==> src/hdl/ect_pkg.sv <==
// shared types and constants for the entity change tracker
package ect_pkg;

    localparam int ENTITY_W    = 6;
    localparam int COORD_W     = 32;
    localparam int THRESH_W    = 31;
    localparam int MARK_W      = 3;
    localparam int QUEUE_DEPTH = 2;

    localparam logic [THRESH_W-1:0] THRESH_RESET = 31'd6;

    // mark bit positions
    localparam int MARK_SPAWNED   = 0;
    localparam int MARK_DESTROYED = 1;
    localparam int MARK_MOVED     = 2;

    typedef enum logic [1:0] {
        OP_SPAWN   = 2'd0,
        OP_DESTROY = 2'd1,
        OP_TRACK   = 2'd2,
        OP_CONSUME = 2'd3
    } ect_op_t;

    typedef struct packed {
        logic signed [COORD_W-1:0] x;
        logic signed [COORD_W-1:0] y;
        logic signed [COORD_W-1:0] rot;
        logic signed [COORD_W-1:0] sx;
        logic signed [COORD_W-1:0] sy;
    } xform_t;

    typedef struct packed {
        ect_op_t             op;
        logic [ENTITY_W-1:0] entity;
        xform_t              xform;
    } cmd_t;

    typedef struct packed {
        logic                entry_valid;
        logic [ENTITY_W-1:0] entity;
        logic                spawned;
        logic                destroyed;
        logic                moved;
        logic                has_xform;
        xform_t              xform;
        logic                last;
    } result_t;

    typedef enum logic [2:0] {
        ST_IDLE,
        ST_CMP,
        ST_SCAN,
        ST_FETCH,
        ST_FLUSH
    } bk_state_t;

endpackage

==> src/hdl/ect_queue.sv <==
// short command queue between the front and back ends
module ect_queue (
    input  logic           clk,
    input  logic           rst_n,
    input  logic           push,
    input  ect_pkg::cmd_t  push_data,
    output logic           full,
    input  logic           pop,
    output logic           head_valid,
    output ect_pkg::cmd_t  head
);
    import ect_pkg::*;

    localparam int PTR_W = (QUEUE_DEPTH > 1) ? $clog2(QUEUE_DEPTH) : 1;
    localparam int CNT_W = $clog2(QUEUE_DEPTH + 1);
    localparam logic [CNT_W-1:0] DEPTH_C = CNT_W'(QUEUE_DEPTH);
    localparam logic [PTR_W-1:0] LAST_PTR = PTR_W'(QUEUE_DEPTH - 1);

    cmd_t             slot_reg [QUEUE_DEPTH];
    logic [PTR_W-1:0] wr_ptr_reg, wr_ptr_next;
    logic [PTR_W-1:0] rd_ptr_reg, rd_ptr_next;
    logic [CNT_W-1:0] count_reg, count_next;
    logic             do_push;
    logic             do_pop;

    assign full       = (count_reg == DEPTH_C);
    assign head_valid = (count_reg != '0);
    assign head       = slot_reg[rd_ptr_reg];
    assign do_push    = push && !full;
    assign do_pop     = pop && head_valid;

    // pointer and fill count update
    always_comb
    begin
        wr_ptr_next = wr_ptr_reg;
        rd_ptr_next = rd_ptr_reg;
        count_next  = count_reg;
        if (do_push)
        begin
            wr_ptr_next = (wr_ptr_reg == LAST_PTR) ? '0 : wr_ptr_reg + 1'b1;
        end
        if (do_pop)
        begin
            rd_ptr_next = (rd_ptr_reg == LAST_PTR) ? '0 : rd_ptr_reg + 1'b1;
        end
        case ({do_push, do_pop})
            2'b10:   count_next = count_reg + 1'b1;
            2'b01:   count_next = count_reg - 1'b1;
            default: count_next = count_reg;
        endcase
    end

    always_ff @(posedge clk or negedge rst_n)
    begin
        if (!rst_n)
        begin
            wr_ptr_reg <= '0;
            rd_ptr_reg <= '0;
            count_reg  <= '0;
        end
        else
        begin
            wr_ptr_reg <= wr_ptr_next;
            rd_ptr_reg <= rd_ptr_next;
            count_reg  <= count_next;
        end
    end

    // payload slots
    always_ff @(posedge clk)
    begin
        if (do_push)
        begin
            slot_reg[wr_ptr_reg] <= push_data;
        end
    end

endmodule

==> config.mk <==
export PLATFORM = sky130hd
export DESIGN_NAME = ect_queue
export DESIGN_NICKNAME = d
export VERILOG_FILES = /design/src/hdl/ect_pkg.sv /design/src/hdl/ect_queue.sv
export SDC_FILE = /design/constraint.sdc
export NUM_CORES = 1
export LEC_CHECK = 0
export BUFFER_PORTS_ARGS = -buffer_cell sky130_fd_sc_hd__buf_2
export CAP_MARGIN = 20
export CORE_MARGIN = 2
export CORE_UTILIZATION = 35
export DETAILED_ROUTE_END_ITERATION = 10
export RECOVER_POWER = 50
export SYNTH_ARGS = -nofsm -noshare
export SYNTH_HDL_FRONTEND = slang
export SYNTH_SLANG_ARGS = --single-unit
==> constraint.sdc <==
create_clock -name clk -period 23.6 [get_ports clk]
set_clock_uncertainty 0.2 [all_clocks]
set_input_delay 4.72 -clock clk [delete_from_list [all_inputs] [get_ports clk]]
set_output_delay 4.72 -clock clk [all_outputs]
set_load 0.02 [all_outputs]
==> results of run 1 <==
## path summary, 6_finish.rpt
kind | endpoint | slack [ns] | cells after the start
max in group asynchronous | rd_ptr_reg | 19.17 | 1
min in group asynchronous | rd_ptr_reg | 3.83 | 1
hold / removal | count_reg[1] | 0.31 | 1
setup / recovery | slot_reg[0][67] | 11.16 | 4
setup reg to reg | slot_reg[0][67] | 14.89 | 4
hold reg to reg | count_reg[1] | 0.31 | 1
## worst max-delay path: stages
cell      delay [ns]
clkbuf_1        0.09
nand2_1         0.14
nor2_4          0.10
clkbuf_1        6.86
## where the power goes
part | internal, mW | leakage, nW | switching (mW)
registers | 0.855 | 3.17 | 0.0458
clock network | 0.302 | 0.532 | 0.218
logic | 0.294 | 2.33 | 0.410
## stage by stage
step	hold slack (ns)	cells	util
3_3_place_gp	0.291	1329	0.417
3_5_place_dp	0.290	1330	0.418
6_report	0.305	1400	0.446
5_1_grt	0.331	1396	0.446
4_1_cts	0.308	1396	0.449
2_1_floorplan	0.256	541	-
## layer usage
layer / vias to the layer above / track usage / part of all wire
li1: 2901 / - / -
met1: 3062 / 0.149 / 0.39
met2: 232 / 0.215 / 0.49
met3: 65 / 0.0536 / 0.090
met4: 4 / 0.0588 / 0.035
met5: - / 0 / 0.0010
## layout make-up
| cell class | count | area share |
|---|---|---|
| Timing Repair Buffer | 347 | 0.106 |
| Clock inverter | 16 | 0.00495 |
| Multi-Input combinational cell | 181 | 0.149 |
| Antenna cell | 4 | 0.000628 |
| Tap cell | 461 | 0.0362 |
| Clock buffer | 50 | 0.0638 |
| Inverter | 1 | 0.000236 |
| Sequential cell | 340 | 0.640 |
## cells by family after synthesis
| group | after synthesis | synth area share |
|---|---|---|
| flops | 340 | 0.800 |
| mux | 168 | 0.178 |
| fa+ha+maj | 1 | 0.000982 |
| buf+inv | 20 | 0.0146 |
| xor+xnor | 5 | 0.00344 |
| simple gates | 7 | 0.00285 |
## cell usage after synthesis
master      n  area (um2)
and2_1      1        6.26
and3_1      1        6.26
buf_2       5        25.0
buf_6      14         158
dfrtp_1     4         100
edfxtp_1  336       10100
ha_1        1        12.5
inv_1       1        3.75
mux2_2     67         754
mux2_4    101        1520
nand2_1     1        3.75
nand2b_1    1        6.26
nor2_1      2        7.51
or2_2       1        6.26
xnor2_1     3        26.3
xor2_1      2        17.5
==> results.tsv, run 1 <==
stage	metric	value	unit
status	status	finished with violations	
status	failing checks	capacitance limit, slew limit	
hold_path	worst hold-check path type	flip-flop to flip-flop	
route	final wirelength	25500	um
place	placed cell area	14900	um2
power_and_ir_drop	power density over cell area	133	nW/um2
logic_synthesis	Yosys cell types	16	
finish	commonest non-fill, non-tap cell in the layout	edfxtp_1	
cts	Post-CTS Hold Buffers	0	
route	DR pass1 iterations	4	
cts	H-Tree Depth	2	
global_route	first-pass GRT wire length	37800	um
place	hpwl dp	16600	um
cts	CTS tree	built	
critical_path	critical path class	input port to flip-flop	
route	DR vias	6264	
global_route	vias in the first global route	6723	
finish	Post-Layout Inst Area	15900	um2
sta	final period utilization	0.527	
logic_synthesis	warning count from the yosys run	0	
cts	CTS buffer count	37	
logic_synthesis	Mapped Nets	714	
cts	clock sinks	340	
die	starting density of the core	0.356	
logic_synthesis	register bit total from synthesis	340	
sta	Final Max Tran Viols	200	
global_route	largest net degree at the start of global routing	169	
place	pre-CTS setup slack	16.14	ns
die	Die Wd	195	um
cts	CTS Buffer Depth	3	
sta	unrepaired setup endpoints after global routing	false	
critical_path	crit path from	push	
run	Max-Cap Viols	2	
finish	share of cells above drive strength 1	0.530	
sta	Setup TNS	0	ns
sta	f_max	0.0804	GHz
hold_path	Hold Crit Start	count_reg[1]	
logic_synthesis	Cells after Synth	541	
cts	PostCTS Resize Cnt	0	
sta	slew margin rel.	-5.62	
cts	clk_lat worst skew	0.51	ns
critical_path	Critical Path AT	12.05	ns
die	core area	35700	um2
cts	Clock transition at path regs	0.05	ns
global_route	antenna violations before repair	5	
route	DRC violations left	0	
route	Avg WL per Cell	18.2	um
finish	area of the multi-input gates	2370	um2
place	GPL Wtd Cong	0.771	
place	input/output buffers	341	
finish	commonest non-fill, non-tap cells in the layout	edfxtp_1, buf_2, mux2_4, clkbuf_1, mux2_2	
logic_synthesis	mapped cell area	12700	um2
critical_path	Crit. End Element	flip-flop	
cts	Post-CTS Repair Setup Buffers	0	
finish	Area Overhead vs Synth	25.1	%
power_and_ir_drop	power after layout	2.13	mW
power_and_ir_drop	Lkg Pwr	6.03	nW
sta	final setup violation count	0	
route	vias per cell	4.47	
finish	Reg area	10200	um2
sta	worst setup slack after layout	11.16	ns
die	I/O Pins	342	
logic_synthesis	sequential share of the synthesized area	0.800	
finish	fillcell total	3197	
power_and_ir_drop	VDD IR-drop max	0.0798	mV
critical_path	nature of the critical path startpoint	input port	
die	Cell Rows	69	
critical_path	CP max FO	168	
logic_synthesis	Mean Syn Cell Area	23.5	um2
die	Die Footprint	37900	um2
sta	Fin. Hold Viols	0	
cts	CTS root buf	clkbuf_16	
route	DR iter-0 viols	218	
critical_path	RR Startpoint	count_reg[0]	
die	die height	195	um
sta	Worst Max-Slew Pin Slew	9.93	ns
route	Final ANT Viol Nets	0	
global_route	grt ovf	0	
critical_path	critical path required time	23.21	ns
global_route	GR Util All Layers	0.131	
finish	flip-flop count of the largest register after layout	336	
finish	nets	1081	
sta	min Tclk post-route	12.44	ns
No activity file was read; power rests on OpenSTA's default activity.
==> run 2, diff against run 1 <==
clock period = 11.6 ns   (was 23.6 ns; I/O delays follow)
==> run 2 against run 1 <==
Effect of this change:
- the run still ends with capacitance limit, slew limit left
- clock power grew 110%
- highest routed layer unchanged
- final cell count grew 0.21%
- non-clock buffer count is the same
- largest power group unchanged
==> results.tsv, run 2 (synthesis results as in run 1) <==
stage	metric	value	unit	change
place	Placed Cells incl. Taps	1330		unchanged
sta	final period utilization	0.528		
sta	f_max	0.163	GHz	
cts	CTS Buffer Depth	3		unchanged
critical_path	RR Startpoint	count_reg[0]		
global_route	largest net degree at the start of global routing	169		unchanged
sta	unrepaired setup endpoints after global routing	false		
power_and_ir_drop	power density over cell area	270	nW/um2	+100%
route	DR vias	6270		+0.096%
critical_path	Reg2Reg Depth	4		unchanged
cts	CTS root buf	clkbuf_16		
die	Cell Rows	69		unchanged
sta	Setup TNS	0	ns	unchanged
global_route	grt ovf	0		unchanged
die	core area	35700	um2	unchanged
finish	fillcell total	3189		-0.25%
cts	CTS tree	built		
status	failing checks	capacitance limit, slew limit		
route	Final ANT Viol Nets	0		unchanged
global_route	first-pass GRT wire length	37500	um	-0.80%
critical_path	Crit. End Element	flip-flop		
global_route	antenna violations before repair	7		+2
hold_path	Hold Path Sink	count_reg[1]		
power_and_ir_drop	sequential power share	0.415		-0.009
route	DR pass1 iterations	4		unchanged
critical_path	critical path class	input port to flip-flop		
power_and_ir_drop	power after layout	4.31	mW	+100%
critical_path	CP max FO	168		unchanged
global_route	vias in the first global route	6562		-2.4%
cts	H-Tree Depth	2		unchanged
cts	Post-CTS Hold Buffers	0		unchanged
sta	slew margin rel.	-2.06		+3.56
place	hpwl dp	16700	um	+0.44%
route	Avg WL per Cell	18.2	um	-0.25%
cts	CTS buffer count	37		unchanged
power_and_ir_drop	Power Internal	2.92	mW	+100%
power_and_ir_drop	Combinational Power Share	0.337		+0.006
finish	commonest non-fill, non-tap cells in the layout	edfxtp_1, buf_2, mux2_4, clkbuf_1, mux2_2		
critical_path	critical path required time	11.41	ns	-11.80 ns
route	vias per cell	4.47		-0.12%
critical_path	r2r endpoint	slot_reg[0][111]		
finish	share of cells above drive strength 1	0.537		+0.00691
route	DRC violations left	0		unchanged
cts	clk_lat worst skew	0.53	ns	+0.02 ns
die	Die Wd	195	um	unchanged
finish	nets	1081		unchanged
finish	fin util	0.446		+0.000595
cts	PostCTS Resize Cnt	0		unchanged
route	final wirelength	25500	um	about the same
finish	commonest non-fill, non-tap cell in the layout	edfxtp_1		
power_and_ir_drop	switching share of total power	0.321		+0.00422
route	DR iter-0 viols	248		+14%
die	I/O Pins	342		unchanged
finish	Area Overhead vs Synth	25.3	%	
die	die height	195	um	unchanged
hold_path	worst hold-check path type	flip-flop to flip-flop		
global_route	GR Util All Layers	0.130		-0.000441
cts	Clock transition at path regs	0.06	ns	about the same
finish	Post-Layout Inst Area	16000	um2	+0.13%
sta	min Tclk post-route	6.13	ns	
power_and_ir_drop	Clock Power Share	0.248		+0.003
place	pre-CTS setup slack	6.73	ns	-9.41 ns
critical_path	reg-to-reg setup timing slack	6.77	ns	-8.12 ns
power_and_ir_drop	VDD IR-drop max	0.152	mV	+90%
finish	Reg area	10200	um2	unchanged
finish	area of the multi-input gates	2370	um2	unchanged
place	placed cell area	14900	um2	unchanged
cts	clock sinks	340		unchanged
status	status	finished with violations		
sta	worst setup slack after layout	5.47	ns	-5.69 ns
critical_path	nature of the critical path startpoint	input port		
hold_path	Hold Crit Start	count_reg[1]		
critical_path	crit path from	push		
cts	Post-CTS Repair Setup Buffers	0		unchanged
place	GPL Wtd Cong	0.756		-1.9%
power_and_ir_drop	Psw	1.38	mW	+110%
place	input/output buffers	341		unchanged
finish	Finished Layout Cells	1403		+0.21%
sta	Worst Hold Slack	0.313	ns	+0.00764 ns
sta	Final Max Tran Viols	205		+2.5%
hold_path	Hold Path Depth	1		unchanged
finish	flip-flop count of the largest register after layout	336		unchanged
die	starting density of the core	0.356		unchanged
power_and_ir_drop	Lkg Pwr	6.04	nW	+0.15%
critical_path	Critical Path AT	5.94	ns	-6.11 ns
sta	final setup violation count	0		unchanged
die	Die Footprint	37900	um2	unchanged
run	Max-Cap Viols	2		unchanged
sta	Fin. Hold Viols	0		unchanged
sta	Worst Max-Slew Pin Slew	4.58	ns	-5.34 ns
## run 2: worst max-delay path by stage
| stage | to | depth (start not counted) |
|---|---|---|
| floorplan | slot_reg[0][0] | 2 |
| finish | slot_reg[0][111] | 4 |
| detailed placement | head[138] | 4 |
| global route | slot_reg[0][117] | 4 |
| global placement | head[146] | 3 |
| CTS | head[138] | 4 |
## run 2: cell type report
| type | count | share of cell area |
|---|---|---|
| flip-flops and latches | 340 | 0.639 |
| multi-input cells | 181 | 0.149 |
| repair buffers | 347 | 0.106 |
| clock buffers | 46 | 0.0628 |
| well taps | 461 | 0.0361 |
| clock inverters | 21 | 0.00682 |
| diodes | 6 | 0.000941 |
| inverters | 1 | 0.000235 |
## run 2: worst max-delay path, stage by stage
cell and delay (ns):
buf_2 0.08, nand2_1 0.12, nor2_4 0.10, clkbuf_2 3.15
## run 2: power groups by stage
stage / logic [mW] / registers (mW) / clock network, mW
floorplan: 1.09 / 1.82 / 0
global placement: 1.44 / 1.82 / 0
detailed placement: 1.49 / 1.79 / 0
CTS: 1.50 / 1.76 / 1.11
global route: 1.55 / 1.82 / 1.15
finish: 1.45 / 1.79 / 1.07
## run 2: layer usage
layer  track usage  up-vias  routed length [um]
met1         0.151     3054               10100
met3        0.0540       54                2270
met4        0.0582        4                 806
li1              -     2914                   -
met5             0        -                  25
met2         0.211      244               12300
==> run 3, diff against run 2 <==
clock period = 5.75 ns   (was 11.6 ns; I/O delays follow)
==> run 3 against run 2 <==
Effect of this change:
- the flow still finishes with violations (capacitance limit, slew limit)
- utilization is essentially flat
- register-to-register slack lost 5.1 ns
- via count shrank 0.18%
- flip-flop and latch count is the same
- global-route usage grew 0.28 points
- non-clock buffer count grew 2
- final cell count is essentially flat
- critical path type unchanged
==> results.tsv, run 3 (synthesis results as in run 1) <==
stage	metric	value	unit	change
die	die height	195	um	unchanged
sta	unrepaired setup endpoints after global routing	false		
finish	commonest non-fill, non-tap cells in the layout	edfxtp_1, buf_2, mux2_4, clkbuf_1, mux2_2		
die	starting density of the core	0.356		unchanged
critical_path	nature of the critical path startpoint	input port		
cts	CTS tree	built		
sta	Worst Hold Slack	0.260	ns	-0.0532 ns
critical_path	critical path required time	5.71	ns	-5.70 ns
critical_path	CP max FO	59		-65%
route	Final ANT Viol Nets	0		unchanged
finish	commonest non-fill, non-tap cell in the layout	edfxtp_1		
sta	final setup violation count	0		unchanged
hold_path	worst hold-check path type	input port to async pin		
route	final wirelength	25700	um	+0.80%
place	input/output buffers	341		unchanged
place	GPL Wtd Cong	0.740		-2.1%
route	DRC violations left	0		unchanged
cts	CTS root buf	clkbuf_16		
cts	H-Tree Depth	2		unchanged
route	vias per cell	4.46		-0.10%
sta	slew margin rel.	-1.02		+1.04
critical_path	critical path class	input port to flip-flop		
global_route	vias in the first global route	6630		+1.0%
global_route	largest net degree at the start of global routing	85		-50%
cts	clock sinks	340		unchanged
die	core area	35700	um2	unchanged
sta	Setup TNS	0	ns	unchanged
route	Avg WL per Cell	18.4	um	+0.87%
cts	clk_lat worst skew	0.52	ns	about the same
status	status	finished with violations		
route	DR vias	6259		-0.18%
critical_path	Critical Path AT	4.11	ns	-1.83 ns
die	I/O Pins	342		unchanged
cts	CTS Buffer Depth	3		unchanged
finish	flip-flop count of the largest register after layout	336		unchanged
sta	Final Max Tran Viols	128		-38%
global_route	antenna violations before repair	6		-1
cts	Post-CTS Hold Buffers	0		unchanged
status	failing checks	capacitance limit, slew limit		
route	DR pass1 iterations	6		+2
finish	Area Overhead vs Synth	25.4	%	
finish	share of cells above drive strength 1	0.529		-0.00855
cts	Clock transition at path regs	0.06	ns	about the same
critical_path	Crit. End Element	flip-flop		
power_and_ir_drop	power density over cell area	543	nW/um2	+100%
run	Max-Cap Viols	3		+1
die	Die Wd	195	um	unchanged
finish	nets	1083		+0.19%
sta	final period utilization	0.720		
route	DR iter-0 viols	270		+8.9%
die	Cell Rows	69		unchanged
sta	min Tclk post-route	4.14	ns	
sta	Fin. Hold Viols	0		unchanged
global_route	grt ovf	0		unchanged
power_and_ir_drop	VDD IR-drop max	0.378	mV	+150%
sta	f_max	0.241	GHz	
die	Die Footprint	37900	um2	unchanged
global_route	GR Util All Layers	0.133		+0.00278
cts	PostCTS Resize Cnt	0		unchanged
place	hpwl dp	16700	um	about the same
power_and_ir_drop	Lkg Pwr	6.05	nW	+0.18%
global_route	first-pass GRT wire length	38600	um	+2.9%
cts	CTS buffer count	37		unchanged
cts	Post-CTS Repair Setup Buffers	0		unchanged
sta	Worst Max-Slew Pin Slew	3.02	ns	-1.56 ns
## run 3: cell count changes in the layout (fill, tap and decap cells not counted), sizes merged
cell,change
clkinv,-4
buf,-2
diode,-1
clkinvlp,-4
clkbuf,+10
## run 3: report_power, final
part           leakage (nW)  switching, mW  internal (mW)  total (mW)
Combinational          2.34           1.70           1.21        2.91
Sequential             3.17          0.185           3.41        3.59
Clock                 0.547          0.897           1.27        2.17
## run 3: worst paths after layout
path | start | endpoint | slack (ns) | cells past startpoint
worst max-delay path | push | slot_reg[1][32] | 1.61 | 3
worst min-delay path | rst_n | count_reg[0] | 0.26 | 1
worst max register to register | count_reg[0] | slot_reg[1][32] | 1.69 | 3
worst min register to register | count_reg[1] | count_reg[1] | 0.29 | 1
max in group asynchronous | rst_n | rd_ptr_reg | 4.86 | 1
min in group clk | count_reg[1] | count_reg[1] | 0.29 | 1
## run 3: metal layers
layer,vias up,wire (um),GRT usage
met5,-,13,0
met4,2,694,0.0512
met3,51,2170,0.0496
met2,242,12100,0.209
met1,3063,10800,0.167
li1,2901,-,-
## run 3: through the flow
stage	utilization	std cells	power, mW	cell area (um2)	worst slack, ns
detailed placement	0.418	1332	6.62	15000	2.41
finish	0.447	1402	8.67	16000	1.61
CTS	0.450	1397	8.83	16100	1.84
global route	0.447	1400	9.09	16000	1.17
global placement	0.418	1332	6.59	15000	2.43
floorplan	-	541	5.78	12700	1.36
## run 3: cell type report
type / count / area [um2]
clock buffers: 52 / 1050
multi-input cells: 181 / 2360
clock inverters: 13 / 58.8
inverters: 1 / 3.75
well taps: 461 / 577
fillers: 3229 / 19800
flip-flops and latches: 340 / 10200
repair buffers: 349 / 1710
diodes: 5 / 12.5
## run 3: critical path, stage by stage
cell    delay (ns)
buf_2         0.08
and3_1        2.20
buf_4         0.65
